**src/hdl/gng_pkg.sv**
```systemverilog
`timescale 1ns / 1ps
// Package for the Gaussian noise generator: controller states, datapath
// operations, command/status structs and the fixed-point constants.
// No dependencies.
package gng_pkg;

  // Iteration counts of the three shared loops
  localparam int unsigned LogSteps    = 30;
  localparam int unsigned SqrtSteps   = 32;
  localparam int unsigned CordicSteps = 30;
  localparam int unsigned CntBits     = 5;

  // ln(2) in Q.28, pi/2 in Q.30, inverse CORDIC gain in Q.30
  localparam logic [31:0] Ln2Q28    = 32'd186065279;
  localparam logic [31:0] HalfPiQ30 = 32'd1686629713;
  localparam logic [31:0] KQ30      = 32'd652032874;

  typedef enum logic [3:0] {
    ST_IDLE,
    ST_LOG_MUL,
    ST_LOG_UPD,
    ST_LN_LO,
    ST_LN_HI,
    ST_SQRT,
    ST_ANG,
    ST_X0,
    ST_XI,
    ST_CORDIC,
    ST_EMIT,
    ST_HELD
  } state_e;

  typedef enum logic [3:0] {
    OP_IDLE,
    OP_LOAD,
    OP_LOG_MUL,
    OP_LOG_UPD,
    OP_LN_LO,
    OP_LN_HI,
    OP_SQRT,
    OP_ANG,
    OP_X0,
    OP_XI,
    OP_CORDIC,
    OP_EMIT_NEW,
    OP_EMIT_HELD
  } dp_op_e;

  typedef struct packed {
    dp_op_e             op;
    logic [CntBits-1:0] iter;
  } cmd_t;

  typedef struct packed {
    logic out_free;
  } sts_t;

  // atan(2^-i) in Q.30
  function automatic logic [29:0] atan_q30(input logic [CntBits-1:0] i);
    logic [29:0] v;
    unique case (i)
      5'd0:  v = 30'd843314856;
      5'd1:  v = 30'd497837829;
      5'd2:  v = 30'd263043836;
      5'd3:  v = 30'd133525158;
      5'd4:  v = 30'd67021686;
      5'd5:  v = 30'd33543515;
      5'd6:  v = 30'd16775850;
      5'd7:  v = 30'd8388437;
      5'd8:  v = 30'd4194282;
      5'd9:  v = 30'd2097149;
      5'd10: v = 30'd1048575;
      5'd11: v = 30'd524287;
      5'd12: v = 30'd262143;
      5'd13: v = 30'd131071;
      5'd14: v = 30'd65535;
      5'd15: v = 30'd32767;
      5'd16: v = 30'd16383;
      5'd17: v = 30'd8191;
      5'd18: v = 30'd4095;
      5'd19: v = 30'd2047;
      5'd20: v = 30'd1023;
      5'd21: v = 30'd511;
      5'd22: v = 30'd255;
      5'd23: v = 30'd127;
      5'd24: v = 30'd63;
      5'd25: v = 30'd31;
      5'd26: v = 30'd15;
      5'd27: v = 30'd7;
      5'd28: v = 30'd3;
      5'd29: v = 30'd1;
      default: v = 30'd0;
    endcase
    return v;
  endfunction

endpackage

```
**src/hdl/gng_ctrl.sv**
```systemverilog
`timescale 1ns / 1ps
// Controller of the Gaussian noise generator: sequences the log, scale,
// square root, angle and CORDIC steps of the datapath. Depends on gng_pkg.
module gng_ctrl (
  input  logic          clk_i,
  input  logic          rst_ni,
  input  logic          in_valid_i,
  output logic          in_ready_o,
  input  gng_pkg::sts_t sts_i,
  output gng_pkg::cmd_t cmd_o
);

  gng_pkg::state_e                    state_q, state_d;
  logic [gng_pkg::CntBits-1:0]        cnt_q, cnt_d;
  logic                               phase_q, phase_d;
  logic                               accept;

  assign accept = in_valid_i && in_ready_o;

  // State, counter and pair phase
  always_ff @(posedge clk_i or negedge rst_ni) begin
    if (!rst_ni) begin
      state_q <= gng_pkg::ST_IDLE;
      cnt_q   <= '0;
      phase_q <= 1'b1;
    end else begin
      state_q <= state_d;
      cnt_q   <= cnt_d;
      phase_q <= phase_d;
    end
  end

  // Next state
  always_comb begin
    state_d = state_q;
    cnt_d   = cnt_q;
    phase_d = phase_q;
    unique case (state_q)
      gng_pkg::ST_IDLE: begin
        cnt_d = '0;
        if (accept) begin
          state_d = phase_q ? gng_pkg::ST_LOG_MUL : gng_pkg::ST_HELD;
        end
      end
      gng_pkg::ST_LOG_MUL: state_d = gng_pkg::ST_LOG_UPD;
      gng_pkg::ST_LOG_UPD: begin
        if (cnt_q == gng_pkg::CntBits'(gng_pkg::LogSteps - 1)) begin
          cnt_d   = '0;
          state_d = gng_pkg::ST_LN_LO;
        end else begin
          cnt_d   = cnt_q + 1'b1;
          state_d = gng_pkg::ST_LOG_MUL;
        end
      end
      gng_pkg::ST_LN_LO: state_d = gng_pkg::ST_LN_HI;
      gng_pkg::ST_LN_HI: begin
        cnt_d   = '0;
        state_d = gng_pkg::ST_SQRT;
      end
      gng_pkg::ST_SQRT: begin
        cnt_d = cnt_q + 1'b1;
        if (cnt_q == gng_pkg::CntBits'(gng_pkg::SqrtSteps - 1)) begin
          state_d = gng_pkg::ST_ANG;
        end
      end
      gng_pkg::ST_ANG: state_d = gng_pkg::ST_X0;
      gng_pkg::ST_X0:  state_d = gng_pkg::ST_XI;
      gng_pkg::ST_XI: begin
        cnt_d   = '0;
        state_d = gng_pkg::ST_CORDIC;
      end
      gng_pkg::ST_CORDIC: begin
        cnt_d = cnt_q + 1'b1;
        if (cnt_q == gng_pkg::CntBits'(gng_pkg::CordicSteps - 1)) begin
          state_d = gng_pkg::ST_EMIT;
        end
      end
      gng_pkg::ST_EMIT, gng_pkg::ST_HELD: begin
        if (sts_i.out_free) begin
          phase_d = ~phase_q;
          state_d = gng_pkg::ST_IDLE;
        end
      end
      default: state_d = gng_pkg::ST_IDLE;
    endcase
  end

  // Outputs
  always_comb begin
    in_ready_o = 1'b0;
    cmd_o.op   = gng_pkg::OP_IDLE;
    cmd_o.iter = cnt_q;
    unique case (state_q)
      gng_pkg::ST_IDLE: begin
        in_ready_o = 1'b1;
        if (in_valid_i && phase_q) cmd_o.op = gng_pkg::OP_LOAD;
      end
      gng_pkg::ST_LOG_MUL: cmd_o.op = gng_pkg::OP_LOG_MUL;
      gng_pkg::ST_LOG_UPD: cmd_o.op = gng_pkg::OP_LOG_UPD;
      gng_pkg::ST_LN_LO:   cmd_o.op = gng_pkg::OP_LN_LO;
      gng_pkg::ST_LN_HI:   cmd_o.op = gng_pkg::OP_LN_HI;
      gng_pkg::ST_SQRT:    cmd_o.op = gng_pkg::OP_SQRT;
      gng_pkg::ST_ANG:     cmd_o.op = gng_pkg::OP_ANG;
      gng_pkg::ST_X0:      cmd_o.op = gng_pkg::OP_X0;
      gng_pkg::ST_XI:      cmd_o.op = gng_pkg::OP_XI;
      gng_pkg::ST_CORDIC:  cmd_o.op = gng_pkg::OP_CORDIC;
      gng_pkg::ST_EMIT: begin
        if (sts_i.out_free) cmd_o.op = gng_pkg::OP_EMIT_NEW;
      end
      gng_pkg::ST_HELD: begin
        if (sts_i.out_free) cmd_o.op = gng_pkg::OP_EMIT_HELD;
      end
      default: cmd_o.op = gng_pkg::OP_IDLE;
    endcase
  end

`ifndef SYNTH
  // A second request of a pair never starts the math
  a_held_path: assert property (@(posedge clk_i) disable iff (!rst_ni)
    (accept && !phase_q) |=> (state_q == gng_pkg::ST_HELD))
    else $error("second request did not go to held reply");

  // Phase flips only when a result is loaded
  a_phase_stable: assert property (@(posedge clk_i) disable iff (!rst_ni)
    (cmd_o.op != gng_pkg::OP_EMIT_NEW && cmd_o.op != gng_pkg::OP_EMIT_HELD)
    |=> $stable(phase_q))
    else $error("phase changed without a result");

  // CORDIC counter stays inside the angle table
  a_cordic_cnt: assert property (@(posedge clk_i) disable iff (!rst_ni)
    (state_q == gng_pkg::ST_CORDIC) |-> (cnt_q < gng_pkg::CntBits'(gng_pkg::CordicSteps)))
    else $error("CORDIC counter out of range");

  // A fresh pair is emitted only after the CORDIC loop
  a_emit_order: assert property (@(posedge clk_i) disable iff (!rst_ni)
    $rose(state_q == gng_pkg::ST_EMIT) |-> ($past(state_q) == gng_pkg::ST_CORDIC))
    else $error("emit entered out of order");
`endif

endmodule

```
**src/hdl/gng_dp.sv**
```systemverilog
`timescale 1ns / 1ps
// Datapath of the Gaussian noise generator: shared 32x32 multiplier, log2
// by squaring, bit-serial square root, CORDIC and output register. Uses gng_pkg.
module gng_dp #(
  parameter int unsigned UNIFORM_BITS = 16,
  parameter int unsigned FRAC_BITS    = 12
) (
  input  logic               clk_i,
  input  logic               rst_ni,
  input  gng_pkg::cmd_t      cmd_i,
  output gng_pkg::sts_t      sts_o,
  input  logic        [15:0] uniform_a_i,
  input  logic        [15:0] uniform_b_i,
  output logic        [15:0] sample_o,
  output logic               fresh_pair_o,
  output logic               out_valid_o,
  input  logic               out_ready_i
);

  localparam int unsigned OutShift = 28 - FRAC_BITS;
  localparam int unsigned AngShift = 32 - UNIFORM_BITS;
  localparam logic [35:0] FullQ30  = 36'(UNIFORM_BITS) << 30;

  // Working registers
  logic [4:0]         e_q;
  logic [29:0]        frac_q;
  logic [30:0]        lx_q;
  logic [63:0]        prod_q;
  logic [31:0]        p_q;
  logic [61:0]        v_q;
  logic [62:0]        res_q;
  logic signed [33:0] cx_q, cy_q;
  logic signed [32:0] cz_q;
  logic [15:0]        held_q;
  logic [15:0]        out_sample_q;
  logic               out_fresh_q;
  logic               out_valid_q;

  // Input mapping: masked uniforms, leading one and normalized mantissa
  logic [15:0] ua_m, ub_m;
  logic [16:0] m_w;
  logic [4:0]  e_w;
  logic [30:0] xn_w;
  logic [16:0] bp_w;
  logic [63:0] pw_w;

  always_comb begin
    for (int i = 0; i < 16; i++) begin
      ua_m[i] = (i < UNIFORM_BITS) ? uniform_a_i[i] : 1'b0;
      ub_m[i] = (i < UNIFORM_BITS) ? uniform_b_i[i] : 1'b0;
    end
    m_w = {1'b0, ua_m} + 17'd1;
    e_w = '0;
    for (int i = 0; i < 17; i++) begin
      if (m_w[i]) e_w = 5'(i);
    end
    xn_w = 31'(m_w) << (5'd30 - e_w);
    bp_w = {1'b0, ub_m} + 17'd1;
    pw_w = 64'(bp_w) << AngShift;
  end

  // -log2(a) in Q.30, clamped at zero
  logic [35:0] lg_w, l_w;
  assign lg_w = {1'b0, e_q, frac_q};
  assign l_w  = (lg_w >= FullQ30) ? '0 : FullQ30 - lg_w;

  // Shared multiplier
  logic [31:0] mul_a, mul_b;
  logic [63:0] mul_p;

  always_comb begin
    mul_a = '0;
    mul_b = '0;
    unique case (cmd_i.op)
      gng_pkg::OP_LOG_MUL: begin
        mul_a = {1'b0, lx_q};
        mul_b = {1'b0, lx_q};
      end
      gng_pkg::OP_LN_LO: begin
        mul_a = 32'(l_w[17:0]);
        mul_b = gng_pkg::Ln2Q28;
      end
      gng_pkg::OP_LN_HI: begin
        mul_a = 32'(l_w[35:18]);
        mul_b = gng_pkg::Ln2Q28;
      end
      gng_pkg::OP_ANG: begin
        mul_a = {2'b00, p_q[29:0]};
        mul_b = gng_pkg::HalfPiQ30;
      end
      gng_pkg::OP_X0: begin
        mul_a = res_q[31:0];
        mul_b = gng_pkg::KQ30;
      end
      default: begin
        mul_a = '0;
        mul_b = '0;
      end
    endcase
  end
  assign mul_p = 64'(mul_a) * 64'(mul_b);

  // Log squaring step: keep x in [1,2), shift out a fraction bit
  logic [31:0] sq_w;
  logic [30:0] sqx_w;
  assign sq_w  = prod_q[61:30];
  assign sqx_w = sq_w[31] ? sq_w[31:1] : sq_w[30:0];

  // Scale by 2 ln 2, giving -2 ln a in Q.30
  logic [63:0] lnsum_w;
  logic [35:0] t_w;
  assign lnsum_w = prod_q + (mul_p << 18);
  assign t_w     = lnsum_w[62:27];

  // One square root digit
  logic [62:0] bit_w;
  logic [63:0] trial_w;
  logic        take_w;
  assign bit_w   = 63'(1) << (6'd62 - {cmd_i.iter, 1'b0});
  assign trial_w = {1'b0, res_q} + {1'b0, bit_w};
  assign take_w  = {2'b00, v_q} >= trial_w;

  // One CORDIC rotation: dx_w moves x, dy_w moves y
  logic signed [33:0] dx_w, dy_w;
  logic signed [32:0] at_w;
  assign dx_w = cy_q >>> cmd_i.iter;
  assign dy_w = cx_q >>> cmd_i.iter;
  assign at_w = $signed({3'b000, gng_pkg::atan_q30(cmd_i.iter)});

  // Quadrant map and conversion to output format
  function automatic logic [15:0] to_sample(input logic signed [33:0] q);
    logic signed [34:0] r;
    logic signed [34:0] v;
    r = 35'(q) + 35'(35'sd1 <<< (OutShift - 1));
    v = r >>> OutShift;
    if (v > 35'sd32767) return 16'h7FFF;
    if (v < -35'sd32768) return 16'h8000;
    return v[15:0];
  endfunction

  logic signed [33:0] sin_w, cos_w;
  always_comb begin
    unique case (p_q[31:30])
      2'd0: begin cos_w = cx_q;  sin_w = cy_q;  end
      2'd1: begin cos_w = -cy_q; sin_w = cx_q;  end
      2'd2: begin cos_w = -cx_q; sin_w = -cy_q; end
      default: begin cos_w = cy_q; sin_w = -cx_q; end
    endcase
  end

  // Arithmetic registers
  always_ff @(posedge clk_i) begin
    unique case (cmd_i.op)
      gng_pkg::OP_LOAD: begin
        e_q    <= e_w;
        lx_q   <= xn_w;
        frac_q <= '0;
        p_q    <= pw_w[31:0];
      end
      gng_pkg::OP_LOG_MUL, gng_pkg::OP_LN_LO, gng_pkg::OP_ANG: begin
        prod_q <= mul_p;
      end
      gng_pkg::OP_LOG_UPD: begin
        lx_q   <= sqx_w;
        frac_q <= {frac_q[28:0], sq_w[31]};
      end
      gng_pkg::OP_LN_HI: begin
        v_q   <= {t_w, 26'd0};
        res_q <= '0;
      end
      gng_pkg::OP_SQRT: begin
        if (take_w) begin
          v_q   <= 62'({2'b00, v_q} - trial_w);
          res_q <= (res_q >> 1) + bit_w;
        end else begin
          res_q <= res_q >> 1;
        end
      end
      gng_pkg::OP_X0: begin
        cz_q   <= $signed({2'b00, prod_q[60:30]});
        prod_q <= mul_p;
      end
      gng_pkg::OP_XI: begin
        cx_q <= $signed({3'b000, prod_q[60:30]});
        cy_q <= '0;
      end
      gng_pkg::OP_CORDIC: begin
        if (!cz_q[32]) begin
          cx_q <= cx_q - dx_w;
          cy_q <= cy_q + dy_w;
          cz_q <= cz_q - at_w;
        end else begin
          cx_q <= cx_q + dx_w;
          cy_q <= cy_q - dy_w;
          cz_q <= cz_q + at_w;
        end
      end
      default: begin
      end
    endcase
  end

  // Held cosine and output register
  always_ff @(posedge clk_i or negedge rst_ni) begin
    if (!rst_ni) begin
      held_q       <= '0;
      out_valid_q  <= 1'b0;
      out_sample_q <= '0;
      out_fresh_q  <= 1'b0;
    end else begin
      if (out_valid_q && out_ready_i) out_valid_q <= 1'b0;
      if (cmd_i.op == gng_pkg::OP_EMIT_NEW) begin
        held_q       <= to_sample(cos_w);
        out_sample_q <= to_sample(sin_w);
        out_fresh_q  <= 1'b1;
        out_valid_q  <= 1'b1;
      end else if (cmd_i.op == gng_pkg::OP_EMIT_HELD) begin
        out_sample_q <= held_q;
        out_fresh_q  <= 1'b0;
        out_valid_q  <= 1'b1;
      end
    end
  end

  assign sts_o.out_free = !out_valid_q || out_ready_i;
  assign sample_o       = out_sample_q;
  assign fresh_pair_o   = out_fresh_q;
  assign out_valid_o    = out_valid_q;

endmodule

```
**src/hdl/gaussian_noise_generator.sv**
```systemverilog
`timescale 1ns / 1ps
// Top level of the Box-Muller Gaussian noise generator.
// Instantiates gng_ctrl and gng_dp; uses gng_pkg.
//
//  channel  | dir | tdata                              | tuser
//  s_axis   | in  | [15:0] uniform_a, [31:16] uniform_b | -
//  m_axis   | out | [15:0] sample                       | [0] fresh_pair
//
// A generating request runs 30 log2 squaring steps on the shared multiplier,
// scaling, 32 bit-serial square root steps, the angle and start values, 30
// CORDIC rotations and the load of the output; the next request is taken
// only after that result is loaded.
// The second request of a pair skips the math and returns the held cosine.
// s_axis_tready is low from a take until its result is loaded; loading waits
// while the output register still holds a result the receiver has not taken.
// Reset is asynchronous, active low; no clearing pass is needed.
module gaussian_noise_generator #(
  parameter int unsigned UNIFORM_BITS = 16,
  parameter int unsigned FRAC_BITS    = 12
) (
  input  logic        clk_i,
  input  logic        rst_ni,
  input  logic        s_axis_tvalid_i,
  output logic        s_axis_tready_o,
  input  logic [31:0] s_axis_tdata_i,   // [15:0] uniform_a, [31:16] uniform_b
  output logic        m_axis_tvalid_o,
  input  logic        m_axis_tready_i,
  output logic [15:0] m_axis_tdata_o,   // [15:0] sample
  output logic        m_axis_tuser_o    // [0] fresh_pair
);

  gng_pkg::cmd_t cmd;
  gng_pkg::sts_t sts;

  gng_ctrl u_ctrl (
    .clk_i      (clk_i),
    .rst_ni     (rst_ni),
    .in_valid_i (s_axis_tvalid_i),
    .in_ready_o (s_axis_tready_o),
    .sts_i      (sts),
    .cmd_o      (cmd)
  );

  gng_dp #(
    .UNIFORM_BITS (UNIFORM_BITS),
    .FRAC_BITS    (FRAC_BITS)
  ) u_dp (
    .clk_i        (clk_i),
    .rst_ni       (rst_ni),
    .cmd_i        (cmd),
    .sts_o        (sts),
    .uniform_a_i  (s_axis_tdata_i[15:0]),
    .uniform_b_i  (s_axis_tdata_i[31:16]),
    .sample_o     (m_axis_tdata_o),
    .fresh_pair_o (m_axis_tuser_o),
    .out_valid_o  (m_axis_tvalid_o),
    .out_ready_i  (m_axis_tready_i)
  );

endmodule

```
**config.mk**
```make
export PLATFORM = sky130hd
export DESIGN_NAME = gaussian_noise_generator
export DESIGN_NICKNAME = d
export VERILOG_FILES = /design/src/hdl/gng_pkg.sv /design/src/hdl/gng_ctrl.sv /design/src/hdl/gng_dp.sv /design/src/hdl/gaussian_noise_generator.sv
export SDC_FILE = /design/constraint.sdc
export NUM_CORES = 2
export LEC_CHECK = 0
export ABC_AREA = 1
export ABC_CLOCK_PERIOD_IN_PS = 11190
export BUFFER_PORTS_ARGS = -buffer_cell sky130_fd_sc_hd__buf_4
export CAP_MARGIN = 25
export CORE_AREA = 2 2 346 348
export CTS_CLUSTER_SIZE = 24
export DETAILED_ROUTE_END_ITERATION = 10
export DIE_AREA = 0 0 348 350
export PLACE_DENSITY = 0.83
export SLEW_MARGIN = 0
export SYNTH_ARGS = -nofsm -noshare
export SYNTH_HDL_FRONTEND = slang
export SYNTH_SLANG_ARGS = --single-unit
export TNS_END_PERCENT = 100
```
**constraint.sdc**
```tcl
create_clock -name clk_i -period 11.19 [get_ports clk_i]
set_input_delay 1.6785 -clock clk_i [delete_from_list [all_inputs] [get_ports clk_i]]
set_output_delay 1.6785 -clock clk_i [all_outputs]
set_load 0.03 [all_outputs]
```
== Word level (Yosys, flattened, before mapping) ==
Memory sizes are Yosys's and may differ from the RTL's.
Cells that the tools add are included.

* Add/sub/neg operators: 20
* Multiply operators: 1
* $lt $le $gt $ge: 6
* Eq/ne operators: 32
* Shift operators: 4
* Multiplexer cells: 73
* Bitwise logic cells: 1
* Reductions and logical operators: 22

{| class="wikitable"
|+ Operators with widths
! cell !! number
|-
| 34-bit case mux with 3 select lines || 2
|-
| 16-bit two-way mux || 10
|-
| 32-bit case mux with 5 select lines || 1
|-
| 34-bit case mux with 2 select lines || 2
|-
| 63-bit case mux with 2 select lines || 1
|-
| 31-bit case mux with 4 select lines || 1
|-
| 62-bit case mux with 2 select lines || 1
|-
| 5-bit two-way mux || 15
|-
| 34-bit by 17-bit adder with 35-bit output, second input constant || 2
|-
| 34-bit adder || 2
|-
| 34-bit two-way mux || 2
|-
| 34-bit negator || 2
|-
| 34-bit by 5-bit >>> shifter with 34-bit output || 2
|-
| 34-bit subtractor || 2
|-
| 33-bit case mux with 2 select lines || 1
|-
| 63-bit by 63-bit adder with 64-bit output || 1
|-
| 62-bit by 64-bit >= comparator with 1-bit output || 1
|-
| 62-bit by 63-bit adder with 63-bit output || 1
|-
| 63-bit adder || 1
|-
| 32-bit by 31-bit multiplier with 63-bit output || 1
|-
| 63-bit two-way mux || 1
|-
| 1-bit by 6-bit << shifter with 63-bit output, first input constant || 1
|-
| 62-bit two-way mux || 1
|-
| 31-bit case mux with 2 select lines || 1
|-
| other kinds (45) || 104
|}

* Bits in registers: 415
* Memory bits (read-only): 960
* Output and inout port bits: 19
* Logic and storage cells: 177
* Memories kept: 1

{| class="wikitable"
|+ Memories
! memory !! words !! width !! read ports !! clocked after memory_dff !! write ports !! line !! source
|-
| (no name shown) || 32 || 30 || 1 || 0 || 0 || gng_pkg.sv:61 || <nowiki>unique case (i)</nowiki>
|}

== Depth between registers and ports, before layout ==
* Depth in word-level cells: 20
* Gate-level depth with buffers: 62
* Depth with buffers taken out: 61

== By module ==
A second synthesis with hierarchy kept.

* Cells, all modules: 10752
* Area, all modules: 77145.2 µm²

{| class="wikitable"
|+ By module, submodules not included
! module !! times used !! cells an instance !! area each (µm²) !! sequential area each (µm²)
|-
| gng_dp || 1 || 10653 || 76443.3 || 11451.0
|-
| gng_ctrl || 1 || 99 || 701.9 || 251.5
|}

== Least setup slack after synthesis ==
No wires, ideal clock.

* Kind: register to register
* Start: reg u_dp.frac_q[0]
* End: reg u_dp.v_q[61] (data pin)
* Setup time: 0.256 ns
* Data arrival time: 9.908 ns
* Path slack: 1.026 ns
* Cell stages (with the launch flop): 53
* Clock period less this slack: 10.164 ns
* Cells stage by stage: edfxtp_1 inv_1 ha_1 nand3_2 nor2_4 nand3_1 nor3_1 nand3_1 nor3_2 nand3_1 nor2_1 nand2_1 nor4_2 nand3_2 nand3_1 nand2_1 inv_1 buf_4 [... 17 more ...] nor2_1 inv_1 nor2_1 and3_1 a21oi_1 o31ai_1 nand2_1 nand2_1 xor2_1 ha_1 a21oi_1 o21ai_0 a21oi_1 o21ai_0 a2111oi_0 nand3_1 nand3_1 nand2_1

* Cells in the longest elaborated chain, start to end: 6
* Elaborated cells on any way between the ends: 7
* Those cells by class: add/sub: 2; mul: 1; order compare: 1; mux: 3

{| class="wikitable"
|+ Ends and longest elaborated chain
! item !! line !! source
|-
| start, declared || gng_dp.sv:26 || <nowiki>logic [29:0] frac_q;</nowiki>
|-
| start signal, assigned || gng_dp.sv:165 || <nowiki>frac_q <= {frac_q[28:0], sq_w[31]};</nowiki>
|-
| 35-bit by 35-bit subtractor with 36-bit output / 35-bit >= comparator (equally long branches) || gng_dp.sv:65 || <nowiki>assign l_w = (lg_w >= FullQ30) ? '0 : FullQ30 - lg_w;</nowiki>
|-
| 36-bit two-way mux (*) || gng_dp.sv:65 ||
|-
| 32-bit case mux with 5 select lines (*) || gng_dp.sv:74 || <nowiki>unique case (cmd_i.op)</nowiki>
|-
| 32-bit by 31-bit multiplier with 63-bit output (*) || gng_dp.sv:101 || <nowiki>assign mul_p = 64'(mul_a) * 64'(mul_b);</nowiki>
|-
| via u_dp.mul_p[33] || gng_dp.sv:69 || <nowiki>logic [63:0] mul_p;</nowiki>
|-
| 63-bit adder (*) || gng_dp.sv:112 || <nowiki>assign lnsum_w = prod_q + (mul_p << 18);</nowiki>
|-
| 62-bit case mux with 2 select lines (*) || gng_dp.sv:153 || <nowiki>unique case (cmd_i.op)</nowiki>
|-
| end signal, assigned || gng_dp.sv:168 || <nowiki>v_q <= {t_w, 26'd0};</nowiki>
|-
| end signal, assigned || gng_dp.sv:173 || <nowiki>v_q <= 62'({2'b00, v_q} - trial_w);</nowiki>
|-
| end, declared || gng_dp.sv:30 || <nowiki>logic [61:0] v_q;</nowiki>
|}

Mark *: on every way through the listed nets, which the timed path passes. The rest lies on a longest branch.
A chain may end at the register's enable or synchronous reset.

== Final worst setup path ==
Ends and elaborated chain as after synthesis.

==> run summary <==
Worst hold-check path type: reg2reg
Setup Skew: 0.04807 ns
Top post-synthesis cells by area: fa_1 (23%), edfxtp_1 (14%), nand2_1 (12%)
Clock Tree Buf Depth: 3
CP dominant cell by count: fa_1
Crit path depth: 53
Post-route minimum period: 11.21 ns
All-layer global routing usage: 49.58%
Pre-CTS setup slack: -0.3452 ns
RSZ-0062 raised after global routing: true
Async SR Flop Fraction: 11.08%
Buffers on Ports: 54
WP buf/inv: 11
Die Y: 350 um
Status: finished, violations left
Top-count cell post-synth: nand2_1
Failing checks: design-rule violations, negative setup slack
Required time of the critical path: 11.62 ns
FF-to-FF path depth: 53
Pin count of the biggest net entering global routing: 80
Worst R2R End: u_dp.v_q[61]
Critical Path Source Type: register
# nets final: 12190
Post-Syn Instances: 10660
Area after DPL: 79050 um^2
Clock Latency Late Sink: 0.70 ns
TritonCTS Sinks: 397
# IOs: 55
Drt drc: 36
Slew headroom: 18.58%
Global-route wire length before repair: 455500 um
Largest fanout on the critical path: 7
# rows: 126
CP endpoint: u_dp.v_q[61]
CP peak stage delay: 0.57 ns
Post-DP HPWL: 244600 um
Worst reg2reg path startpoint: u_dp.frac_q[0]
Layout area overhead: 8.570%
Number of DRC markers in iteration 0: 11300
Setup Viol. Count Final: 1
Die area: 121800 um^2
Antenna viol nets, final: 0
Worst path arrival time: 11.63 ns
Overflow after GRT: 0
Top FF cell, synth: edfxtp_1
Period utilization: 100.2%
Final setup margin: -0.01714 ns
Post-route cell area: 82820 um^2
Initial antenna violation count: 22
CTS Buf Count: 53
Critical path launch point: u_dp.frac_q[0]
Maxcap violations: 0
Cell taking the most area after synthesis: fa_1
Worst-margin pin slew: 1.208 ns
Register area share after synthesis: 15.34%
CTS H-tree depth: 2
Yosys reg bits: 397
CORE AREA: 117800 um^2
Vias per cell: 6.377
Max stage delay cell, worst path: fa_1
Crit path max-delay family: adder cells
DR pass1 iterations: 11
CTS tree: yes
GP Congestion: 1.103
Clock transition at path regs: 0.06 ns
Mapped Avg Cell Area: 7.159 um^2
YS warnings: 0
Die extent in x: 348 um
Post-synth top area share: 22.83%
Mapped cell area: 76280 um^2
Top post-synthesis cells by count: nand2_1 (2444), inv_1 (1872), nor2_1 (1109)
Vias in the first global route: 77080
Layout cell share with drive strength beyond 1: 7.955%
Post-Route WL: 306000 um
CP Class: reg2reg
FMAX: 89.23 MHz
Fin. max-slew vios: 0
Netlist cell types: 81
Number of synthesized flops with an enable pin: 353
Final Hold Viols: 0
Initial Utilization: 64.78%
Worst setup EP type: register
Root Buffer: clkbuf_16
WL/cell: 24.81 um
Reg2Reg Setup Slack: -0.02 ns
Via count: 78650
-- sequential cells by signal, indices dropped and copies added, names as in the netlist --
register,flops
u_dp.res_q,63
u_dp.v_q,62
u_dp.prod_q,45
u_dp.cx_q,34
u_dp.cy_q,34
u_dp.cz_q,33
u_dp.lx_q,31
u_dp.frac_q,30
u_dp.held_q,16
u_dp.p_q,16
u_dp.sample_o,16
u_ctrl.cnt_q,5
u_dp.e_q,5
u_ctrl.state_q,4
u_ctrl.phase_q,1
u_dp.fresh_pair_o,1
u_dp.out_valid_o,1
-- layer usage --
| layer | track usage (%) | routed length, um | up-vias |
|---|---|---|---|
| met5 | 0 | 330 | - |
| met4 | 32.44 | 26330 | 32 |
| li1 | - | - | 34110 |
| met3 | 19.37 | 48990 | 1652 |
| met2 | 72.84 | 125200 | 6225 |
| met1 | 60.66 | 105100 | 36630 |
-- worst reg2reg max path, delay by kind of cell (launching register included) --
kind / cells / cell delay (ns)
flip-flops: 1 / 0.41
XOR/XNOR: 1 / 0.34
adder cells (fa/ha/maj): 10 / 4.69
AO/OA/AOI/OAI: 7 / 1.44
AND/OR/NAND/NOR: 24 / 2.87
buffers and inverters: 11 / 1.19
-- cells in the final DEF, fill, tap and decap left out, drive strengths merged, types with 17 or more instances in the layout --
| cell type | Yosys | final |
|---|---|---|
| a21o | 22 | 22 |
| buf | 120 | 364 |
| nand3b | 18 | 18 |
| o21ai | 733 | 733 |
| nand4 | 143 | 143 |
| xor2 | 254 | 254 |
| dfrtp | 43 | 43 |
| a21oi | 724 | 724 |
| clkbuf | 226 | 61 |
| nor3 | 82 | 82 |
| mux2i | 33 | 33 |
| inv | 1896 | 1902 |
| o21a | 44 | 44 |
| a211oi | 17 | 17 |
| fa | 870 | 870 |
| ha | 544 | 544 |
| o22ai | 20 | 20 |
| edfxtp | 353 | 353 |
| clkinv | 17 | 43 |
| nor4 | 39 | 39 |
| o211ai | 64 | 64 |
| nand3 | 393 | 393 |
| a31oi | 82 | 82 |
| nand2 | 2471 | 2471 |
| o21bai | 26 | 26 |
| nor2 | 1162 | 1162 |
| or2 | 29 | 29 |
| xnor2 | 124 | 124 |
-- cells by family (layout without fill, tap and decap cells) --
family,Yosys count,count (layout),share of synthesized area (%)
compound gates,1820,1820,13.15
simple gates,4353,4353,23.54
fa+ha+maj,1414,1414,31.75
xor+xnor,378,378,4.374
flops,397,397,15.34
buf+inv,2259,2378,11.39
other cells,2,25,0.009845
mux,33,33,0.4330
-- through the flow --
step | util, % | hold slack [ns] | instances | setup TNS, ns
3_5_place_dp | 67.12 | 0.4679 | 12150 | -1.467
2_1_floorplan | - | 0.4476 | 10670 | 0
4_1_cts | 68.77 | 0.4827 | 12250 | 0
6_report | 70.33 | 0.4867 | 12330 | -0.01714
3_3_place_gp | 67.12 | 0.4692 | 12140 | -0.3485
5_1_grt | 70.30 | 0.5185 | 12320 | -3.691
-- final cells by class --
cell class / count / area [um^2]
multi-input combinational: 8011 / 57280
fill: 9661 / 34940
sequential: 397 / 11710
inverter: 1913 / 7207
timing repair buffer: 364 / 2890
tap: 1536 / 1922
clock buffer: 61 / 1409
clock inverter: 38 / 359.1
antenna: 12 / 30.03
timing repair inverter: 2 / 13.76
-- worst min-delay path by stage --
stage,to,depth (start not counted),from
floorplan,u_dp.held_q[15],2,u_dp.held_q[15]
finish,u_dp.held_q[10],2,u_dp.held_q[10]
global route,u_dp.held_q[3],2,u_dp.held_q[3]
CTS,u_dp.held_q[10],2,u_dp.held_q[10]
detailed placement,u_dp.held_q[10],2,u_dp.held_q[10]
global placement,u_dp.held_q[10],2,u_dp.held_q[10]
-- what timing repair did --
item	in CTS	in global routing
hold buffers	0	0
setup buffers	9	66
resized for setup	21	312
pin swaps	3	133
setup endpoints to repair	8	27
gates cloned	1	1
Power is left out: the tool's default activity adds up to more than one toggle a clock period on the data nets, which glitch-free logic cannot reach.
